===== src/rtl/cdoy_pkg.sv =====
package cdoy_pkg;

  // One input item.
  typedef struct packed {
    logic        operation;
    logic [13:0] year;
    logic [3:0]  month_in;
    logic [4:0]  day_in;
    logic [8:0]  year_day_in;
  } item_t;

  // One result item.
  typedef struct packed {
    logic       valid_res;
    logic [8:0] year_day_out;
    logic [3:0] month_out;
    logic [4:0] day_out;
  } res_t;

  // Commands from the controller to the datapath.
  typedef struct packed {
    logic load;
    logic calc_quot;
    logic calc_leap;
    logic check;
    logic step;
    logic emit;
  } cmd_t;

  // Status from the datapath to the controller.
  typedef struct packed {
    logic walk_done;
    logic out_free;
  } status_t;

  // Operation codes.
  localparam logic OpToYearDay  = 1'b0;
  localparam logic OpToMonthDay = 1'b1;

  // Division of a 14-bit year by 25 as a multiply by a scaled reciprocal.
  localparam logic [15:0] QuotMul   = 16'd41944;
  localparam int          QuotShift = 20;
  localparam logic [9:0]  Divisor25 = 10'd25;

  localparam logic [3:0] MonthFirst = 4'd1;
  localparam logic [3:0] MonthLast  = 4'd12;
  localparam logic [3:0] WalkLast   = 4'd11;
  localparam logic [4:0] DaysFeb     = 5'd28;
  localparam logic [4:0] DaysFebLeap = 5'd29;
  localparam logic [4:0] DaysShort   = 5'd30;
  localparam logic [4:0] DaysLong    = 5'd31;
  localparam logic [8:0] YearLen     = 9'd365;
  localparam logic [8:0] YearLenLeap = 9'd366;

  // Length of month m0 (0 = January) in a common or a leap year.
  function automatic logic [4:0] month_len(input logic leap, input logic [3:0] m0);
    logic [4:0] len;
    case (m0)
      4'd1: begin
        len = leap ? DaysFebLeap : DaysFeb;
      end
      4'd3, 4'd5, 4'd8, 4'd10: begin
        len = DaysShort;
      end
      default: begin
        len = DaysLong;
      end
    endcase
    return len;
  endfunction

endpackage


===== src/rtl/cdoy_ctrl.sv =====
module cdoy_ctrl (
  input  logic              clk_i,
  input  logic              rst_ni,
  input  logic              in_valid_i,
  output logic              in_stall_o,
  input  cdoy_pkg::status_t status_i,
  output cdoy_pkg::cmd_t    cmd_o
);
  import cdoy_pkg::*;

  typedef enum logic [5:0] {
    S_IDLE = 6'b000001,
    S_QUOT = 6'b000010,
    S_LEAP = 6'b000100,
    S_CHK  = 6'b001000,
    S_WALK = 6'b010000,
    S_DONE = 6'b100000
  } state_e;

  state_e state_q, state_d;

  // Next state and commands.
  always_comb begin
    state_d = state_q;
    cmd_o   = '0;
    case (state_q)
      S_IDLE: begin
        if (in_valid_i) begin
          cmd_o.load = 1'b1;
          state_d    = S_QUOT;
        end
      end
      S_QUOT: begin
        cmd_o.calc_quot = 1'b1;
        state_d         = S_LEAP;
      end
      S_LEAP: begin
        cmd_o.calc_leap = 1'b1;
        state_d         = S_CHK;
      end
      S_CHK: begin
        cmd_o.check = 1'b1;
        state_d     = S_WALK;
      end
      S_WALK: begin
        if (status_i.walk_done) begin
          state_d = S_DONE;
        end else begin
          cmd_o.step = 1'b1;
        end
      end
      S_DONE: begin
        if (status_i.out_free) begin
          cmd_o.emit = 1'b1;
          state_d    = S_IDLE;
        end
      end
      default: begin
        state_d = S_IDLE;
      end
    endcase
  end

  assign in_stall_o = (state_q != S_IDLE);

  // State register.
  always_ff @(posedge clk_i or negedge rst_ni) begin
    if (!rst_ni) begin
      state_q <= S_IDLE;
    end else begin
      state_q <= state_d;
    end
  end

  a_emit_free: assert property (@(posedge clk_i) disable iff (!rst_ni)
    cmd_o.emit |-> status_i.out_free)
    else $error("result loaded while the output register is still held");

  a_step_not_done: assert property (@(posedge clk_i) disable iff (!rst_ni)
    cmd_o.step |-> !status_i.walk_done)
    else $error("walk stepped past its end");

  a_accept_starts: assert property (@(posedge clk_i) disable iff (!rst_ni)
    (in_valid_i && !in_stall_o) |=> (state_q == S_QUOT))
    else $error("accepted beat did not start a conversion");

endmodule


===== src/rtl/cdoy_dp.sv =====
module cdoy_dp (
  input  logic              clk_i,
  input  logic              rst_ni,
  input  cdoy_pkg::item_t   in_item_i,
  input  logic              out_stall_i,
  output logic              out_valid_o,
  output cdoy_pkg::res_t    out_item_o,
  input  cdoy_pkg::cmd_t    cmd_i,
  output cdoy_pkg::status_t status_o
);
  import cdoy_pkg::*;

  item_t      item_q;
  logic [9:0] quot_q;
  logic       leap_q;
  logic       bad_q;
  logic [8:0] acc_q;
  logic [3:0] idx_q;
  logic       out_valid_q;
  res_t       out_q;

  logic [29:0] prod;
  logic [14:0] rem_full;
  logic [4:0]  rem;
  logic [4:0]  len_idx;
  logic [4:0]  len_prev;
  logic [4:0]  len_in;
  logic [8:0]  year_len;
  logic        ok0;
  logic        ok1;
  logic        done0;
  logic        done1;
  res_t        res;

  // Year over 25 through the reciprocal, then the remainder.
  assign prod     = 30'(item_q.year) * 30'(QuotMul);
  assign rem_full = {1'b0, item_q.year} - (15'(quot_q) * 15'(Divisor25));
  assign rem      = rem_full[4:0];

  // Month lengths used by the range check and by the walk.
  assign len_idx  = month_len(leap_q, idx_q);
  assign len_prev = month_len(leap_q, idx_q - 4'd1);
  assign len_in   = month_len(leap_q, item_q.month_in - 4'd1);
  assign year_len = leap_q ? YearLenLeap : YearLen;

  // Range checks.
  assign ok0 = (item_q.month_in >= MonthFirst) && (item_q.month_in <= MonthLast) &&
               (item_q.day_in != 5'd0) && (item_q.day_in <= len_in);
  assign ok1 = (item_q.year_day_in != 9'd0) && (item_q.year_day_in <= year_len);

  // End of the month walk in each direction.
  assign done0 = (idx_q >= item_q.month_in);
  assign done1 = (idx_q == WalkLast) || (acc_q <= {4'd0, len_idx});

  assign status_o.walk_done = bad_q ||
                              ((item_q.operation == OpToYearDay) ? done0 : done1);
  assign status_o.out_free  = !out_valid_q || !out_stall_i;

  // Result fields from the walk registers.
  always_comb begin
    res = '0;
    if (!bad_q) begin
      res.valid_res = 1'b1;
      if (item_q.operation == OpToYearDay) begin
        res.year_day_out = acc_q;
      end else begin
        res.month_out = idx_q + 4'd1;
        res.day_out   = acc_q[4:0];
      end
    end
  end

  // Item, quotient, leap flag and walk registers.
  always_ff @(posedge clk_i) begin
    if (cmd_i.load) begin
      item_q <= in_item_i;
    end
    if (cmd_i.calc_quot) begin
      quot_q <= prod[QuotShift +: 10];
    end
    if (cmd_i.calc_leap) begin
      leap_q <= ((item_q.year[1:0] == 2'd0) && (rem != 5'd0)) ||
                ((item_q.year[3:0] == 4'd0) && (rem == 5'd0));
    end
    if (cmd_i.check) begin
      if (item_q.operation == OpToYearDay) begin
        bad_q <= !ok0;
        acc_q <= {4'd0, item_q.day_in};
        idx_q <= MonthFirst;
      end else begin
        bad_q <= !ok1;
        acc_q <= item_q.year_day_in;
        idx_q <= 4'd0;
      end
    end else if (cmd_i.step) begin
      if (item_q.operation == OpToYearDay) begin
        acc_q <= acc_q + {4'd0, len_prev};
      end else begin
        acc_q <= acc_q - {4'd0, len_idx};
      end
      idx_q <= idx_q + 4'd1;
    end
  end

  // Output register: payload.
  always_ff @(posedge clk_i) begin
    if (cmd_i.emit) begin
      out_q <= res;
    end
  end

  // Output register: valid flag.
  always_ff @(posedge clk_i or negedge rst_ni) begin
    if (!rst_ni) begin
      out_valid_q <= 1'b0;
    end else if (cmd_i.emit) begin
      out_valid_q <= 1'b1;
    end else if (!out_stall_i) begin
      out_valid_q <= 1'b0;
    end
  end

  assign out_valid_o = out_valid_q;
  assign out_item_o  = out_q;

  a_emit_sets_valid: assert property (@(posedge clk_i) disable iff (!rst_ni)
    cmd_i.emit |=> out_valid_q)
    else $error("loaded result not presented");

  a_walk_bound: assert property (@(posedge clk_i) disable iff (!rst_ni)
    (cmd_i.step && (item_q.operation == OpToMonthDay)) |-> (idx_q < WalkLast))
    else $error("month walk ran past November");

  a_walk_month_bound: assert property (@(posedge clk_i) disable iff (!rst_ni)
    (cmd_i.step && (item_q.operation == OpToYearDay)) |-> (idx_q < MonthLast))
    else $error("day sum walked past December");

endmodule


===== src/rtl/calendar_date_day_of_year_converter_unit.sv =====
// An accepted input beat passes through the quotient, leap-rule and range-check states,
// then the month walk adds or subtracts one month length a cycle, up to 11 steps;
// the input is stalled until the result is loaded into the output register.
// A finished result waits in an output register while the next item is accepted.
// Reset (rst_ni, asynchronous, active low) clears the controller and the output valid.
module calendar_date_day_of_year_converter_unit (
  input  logic            clk_i,
  input  logic            rst_ni,
  input  logic            in_valid_i,
  output logic            in_stall_o,
  input  cdoy_pkg::item_t in_item_i,
  output logic            out_valid_o,
  input  logic            out_stall_i,
  output cdoy_pkg::res_t  out_item_o
);
  import cdoy_pkg::*;

  cmd_t    cmd;
  status_t status;

  cdoy_ctrl u_ctrl (
    .clk_i      (clk_i),
    .rst_ni     (rst_ni),
    .in_valid_i (in_valid_i),
    .in_stall_o (in_stall_o),
    .status_i   (status),
    .cmd_o      (cmd)
  );

  cdoy_dp u_dp (
    .clk_i       (clk_i),
    .rst_ni      (rst_ni),
    .in_item_i   (in_item_i),
    .out_stall_i (out_stall_i),
    .out_valid_o (out_valid_o),
    .out_item_o  (out_item_o),
    .cmd_i       (cmd),
    .status_o    (status)
  );

endmodule

===== config.mk =====
export PLATFORM = sky130hd
export DESIGN_NAME = calendar_date_day_of_year_converter_unit
export DESIGN_NICKNAME = d
export VERILOG_FILES = /design/src/rtl/cdoy_pkg.sv /design/src/rtl/cdoy_ctrl.sv /design/src/rtl/cdoy_dp.sv /design/src/rtl/calendar_date_day_of_year_converter_unit.sv
export SDC_FILE = /design/constraint.sdc
export NUM_CORES = 1
export LEC_CHECK = 0
export BUFFER_PORTS_ARGS = -buffer_cell sky130_fd_sc_hd__buf_2
export CORE_MARGIN = 2
export CORE_UTILIZATION = 55
export CTS_CLUSTER_DIAMETER = 150
export DETAILED_ROUTE_END_ITERATION = 10
export PLACE_DENSITY = 0.86
export SKIP_LAST_GASP = 1
export SLEW_MARGIN = 20
export SYNTH_ARGS = -nofsm -noshare
export SYNTH_HDL_FRONTEND = slang
export SYNTH_SLANG_ARGS = --single-unit

===== constraint.sdc =====
create_clock -name clk_i -period 7.7 [get_ports clk_i]
set_input_delay 0.77 -clock clk_i [delete_from_list [all_inputs] [get_ports clk_i]]
set_output_delay 0.77 -clock clk_i [all_outputs]
set_load 0.05 [all_outputs]

# --- Yosys cells after proc, flatten, opt, wreduce, memory -nomap -nowiden ---
# Cells that the tools add are included.
word_totals:
  in_bits: 37
  out_inout_bits: 21
  reg_bits: 84
  wordCells: 117
classes:
  n_addsub: 6
  bitwise_logic: 1
  magnitude_cmp: 6
  multipliers: 2
  eq_ne: 27
  muxes: 32
  n_reduce_logical: 27
ops:
  columns: ["cell", "count"]
  rows:
  - ["$mux 9", 6]
  - ["$pmux 6 s6", 1]
  - ["$pmux 5 s2", 3]
  - ["$eq 4x4->1 const B", 7]
  - ["$mul 14x13->27 const B", 1]
  - ["$mux 19", 1]
  - ["$mux 6", 3]
  - ["$mux 1", 15]
  - ["$eq 4x1->1 const B", 3]
  - ["$eq 4x2->1 const B", 3]
  - ["$eq 4x3->1 const B", 3]
  - ["$reduce_or 4->1", 3]
  - ["$mul 10x5->5 const B", 1]
  - ["$reduce_bool 5->1", 2]
  - ["$add 9x5->9", 1]
  - ["$le 9x5->1", 1]
  - ["$le 9x9->1", 1]
  - ["$reduce_bool 9->1", 1]
  - ["$sub 9x5->9", 1]
  - ["$mux 4", 2]
  - ["$sub 4x1->4 const B", 2]
  - ["$eq 6x1->1 const B", 1]
  - ["$eq 6x2->1 const B", 1]
  - ["$eq 6x3->1 const B", 1]
  - ["other kinds (23)", 37]

# --- Longest topological paths before layout ---
logic_depth:
  ltp_word: 11
  ltp_mapped: 17
  mapped_depth_nobuf: 16

# --- Cells and area by module ---
# Synthesis repeated with hierarchy kept, for this count alone.
unflattened:
  hier_cells: 668
  hier_area_um2: 7234.4
by_module_without_submodules:
  columns: ["mod", "n_inst", "cells_each", "area_per_inst_um2"]
  rows:
  - ["cdoy_dp", 1, 626, 6839.1]
  - ["cdoy_ctrl", 1, 42, 395.4]

# --- Worst setup path before layout ---
# Ideal clock, no wire load.
synth_path:
  kind: "reg2reg"
  from: "register u_dp.item_q[28] in the netlist's numbering"
  to: "register u_dp.quot_q[2] (data pin)"
  path_buffers: 0
  t_arrival_ps: 4190
  path_stages_with_launch: 17
  slack_ps: 3236
  setup_time_ps: 273
  path_cell_list: "edfxtp_1 -> ha_1 -> inv_1 -> fa_1 -> inv_1 -> fa_1 -> fa_1 -> inv_1 -> fa_1 -> inv_1 -> ha_1 -> a21o_1 -> a211o_1 -> a21boi_0 -> inv_1 -> a21oi_1 -> o221ai_1"
synth_between:
  elab_chain_cells: 1
synth_rtl:
  columns: ["item", "line", "text"]
  rows:
  - ["start, declared", "cdoy_dp.sv:13", "item_t item_q;"]
  - ["start signal, assigned", "cdoy_dp.sv:76", "item_q <= in_item_i;"]
  - ["$mul 14x13->27", "cdoy_dp.sv:36", "assign prod = 30'(item_q.year) * 30'(QuotMul);"]
  - ["net u_dp.prod[22]", "cdoy_dp.sv:22", "logic [29:0] prod;"]
  - ["end signal, assigned", "cdoy_dp.sv:79", "quot_q <= prod[QuotShift +: 10];"]
  - ["end, declared", "cdoy_dp.sv:14", "logic [9:0] quot_q;"]
# The timed path passes the listed nets, and every way through them passes these cells.
# A chain may end at the register's enable or synchronous reset.

# --- Worst setup path in the final report ---
layout_path:
  from: "register u_dp.item_q[28] in the netlist's numbering"
  to: "register u_dp.quot_q[3] (data pin)"
# The elaborated chain is that of the path after synthesis.

==> impl_metrics.ini <==
[outcome]
outcome = finished clean

[worst_setup_path]
cp.arrival_ns = 5.09
critPathCaptureType = register
rr_endpoint = u_dp.quot_q[3]
worst-path-buf-inv = 4
worstPathRequired_ns = 7.91
worst-path-max-fanout = 6
crit_path_start_kind = register
r2r.worst_path.cells = 16
critical_path.top_delay_family = adder cells
cp_slowest_stage_delay_ns = 0.54
criticalPathCategory = reg -> reg
crit_path_cell_trace = ha_1 > inv_1 > fa_1 > inv_1 > fa_1 > fa_1 > inv_1 > fa_1 > inv_1 > ha_1 > nand4_1 > a211oi_1 > o2111ai_1 > nor3b_1 > a221oi_1 > a21boi_1
r2r_setup_slack_ns = 2.82
reg2reg_from = u_dp.item_q[28]
cp_slowest_cell = edfxtp_1

[synth]
syn_inst = 670
yosys_warnings = 0
yosysTopAreaCellShare_pct = 29.9
ys_top_cells_by_area = edfxtp_1, ha_1, fa_1, inv_1, xnor2_1
ys_ff_latch = 79
synth_cell_types = 61
ys_async_sr_fraction_pct = 8.86
synthFlopType = edfxtp_1
ys_seq_area_share_pct = 32.3
syn_area_um2 = 7230
mappedNetlistNets = 880
syn_area_per_cell_um2 = 10.8
synth_edf_count = 72
synth_top_area_cell = edfxtp_1

[global_routing]
grt_max_degree = 35
grt_antenna_before_repair = 0
grt_usage_pct = 21.6
grt_pass1_vias = 4915
grt_pass1_wl_mm = 23.7
grt-ovfl-total = 0

[floorplan]
core-area_um2 = 12700
die_y_um = 119
die_x_um = 119
rows = 41
io_pins = 58
die_area_um2 = 14100
start_util_pct = 56.9

[clocking]
cts_num_sinks = 79
post-cts-setup-buffer-count = 0
cts_root_buf = clkbuf_16
clkTransAtPathRegs_ns = 0.07
cts_max_level = 3
worstSkewPairLatency_ns = 0.35
cts_inserted_buffers = 9
cts_tree = yes
cts_hold_buf = 0
clock_path_buffers = 2
cts_resized = 0

[drt]
vias_per_cell = 5.35
dr_total_vias = 4853
drt-total-wl_mm = 14.1
drt_iter0_drc = 340
drt_first_pass_iters = 4
wire_per_inst_um = 15.6
drc = 0
ant_nets = 0

[sta]
slew_viol_final = 0
setup_tns_ns = 0
max_freq_mhz = 205
timing.final.ws_setup_ns = 2.82
timing.hold.ws_ns = 0.242
period_share_pct = 63.4
rsz0062_at_grt = no
max_slew.worst_pin.slew_ns = 0.991
slew_headroom_pct = 33.0
skew_ns = 0.00894
post-route-min-period_ns = 4.88
hold_viol = 0
setup_viol = 0

[job]
cap_violations = 0

[finish]
final_nets = 940
drive_gt1_share_pct = 12.0
layout_commonest_cell = inv_1
final_area_um2 = 8060
diodes = 0
final_cell_mix = inv_1, ha_1, edfxtp_1, fa_1, buf_2
area_delta_synth_final_pct = 11.4

[place]
globalplace.congestion = 0.960
hpwl_mm = 11.1
pre_cts_slack_ns = 2.91
placed_area_um2 = 7710
numPortBuffers = 57

[min_path]
holdCritPathClass = in -> async
## worst max-delay path by stage
stage / depth (start not counted) / to / from / slack, ns
CTS: 16 / u_dp.quot_q[3] / u_dp.item_q[28] / 2.83
floorplan: 16 / u_dp.quot_q[2] / u_dp.item_q[28] / 3.24
global placement: 16 / u_dp.quot_q[2] / u_dp.item_q[29] / 3.10
detailed placement: 16 / u_dp.quot_q[2] / u_dp.item_q[28] / 2.91
global route: 16 / u_dp.quot_q[3] / u_dp.item_q[28] / 2.48
finish: 16 / u_dp.quot_q[3] / u_dp.item_q[28] / 2.82
## synthesized netlist by cell type (all sizes together) (8+ instances only)
cell / instances
a21oi: 27
and2: 12
edfxtp: 72
fa: 65
ha: 108
inv: 164
mux2i: 8
nand2: 22
nor2: 23
nor3: 12
o21ai: 20
xnor2: 22
## metal layers
layer  vias to the layer above  GRT usage [%]  share of wire [%]
li1                       2358              -                  -
met3                        22           3.96                4.1
met1                      2354           26.9                 43
met4                         0           7.44                2.4
met2                       119           37.7                 51
met5                         -              0                  0
## per-stage QoR
stage               utilization [%]  cells
finish                         63.3    907
global placement               60.6    890
CTS                            63.2    906
floorplan                         -    670
detailed placement             60.6    890
global route                   63.3    907
## cell families after synthesis
logic type / after synthesis / synth area share [%]
buffers and inverters: 176 / 9.24
muxes: 10 / 1.57
xor gates and xnor gates: 29 / 3.51
adders and majority gates: 173 / 36.7
AOI/OAI and AO/OA: 89 / 7.92
and+or+nand+nor: 114 / 8.77
DFF: 79 / 32.3
## flip-flops by register name, summed over array words and instances (netlist names)
| name | cells |
|---|---|
| u_dp.out_valid_o | 1 |
| u_dp.leap_q | 1 |
| u_ctrl.state_q | 6 |
| u_dp.out_item_o | 19 |
| u_dp.bad_q | 1 |
| u_dp.idx_q | 4 |
| u_dp.acc_q | 9 |
| u_dp.item_q | 33 |
| u_dp.quot_q | 5 |
## area by class of cell
type	count	area [um2]
repair buffers	61	328
flip-flops and latches	79	2340
clock buffers	9	225
fillers	987	4660
clock inverters	7	103
inverters	164	616
multi-input cells	415	4230
well taps	172	215
Power is left out: the tool's default activity adds up to more than one toggle a clock period on the data nets, which glitch-free logic cannot reach.
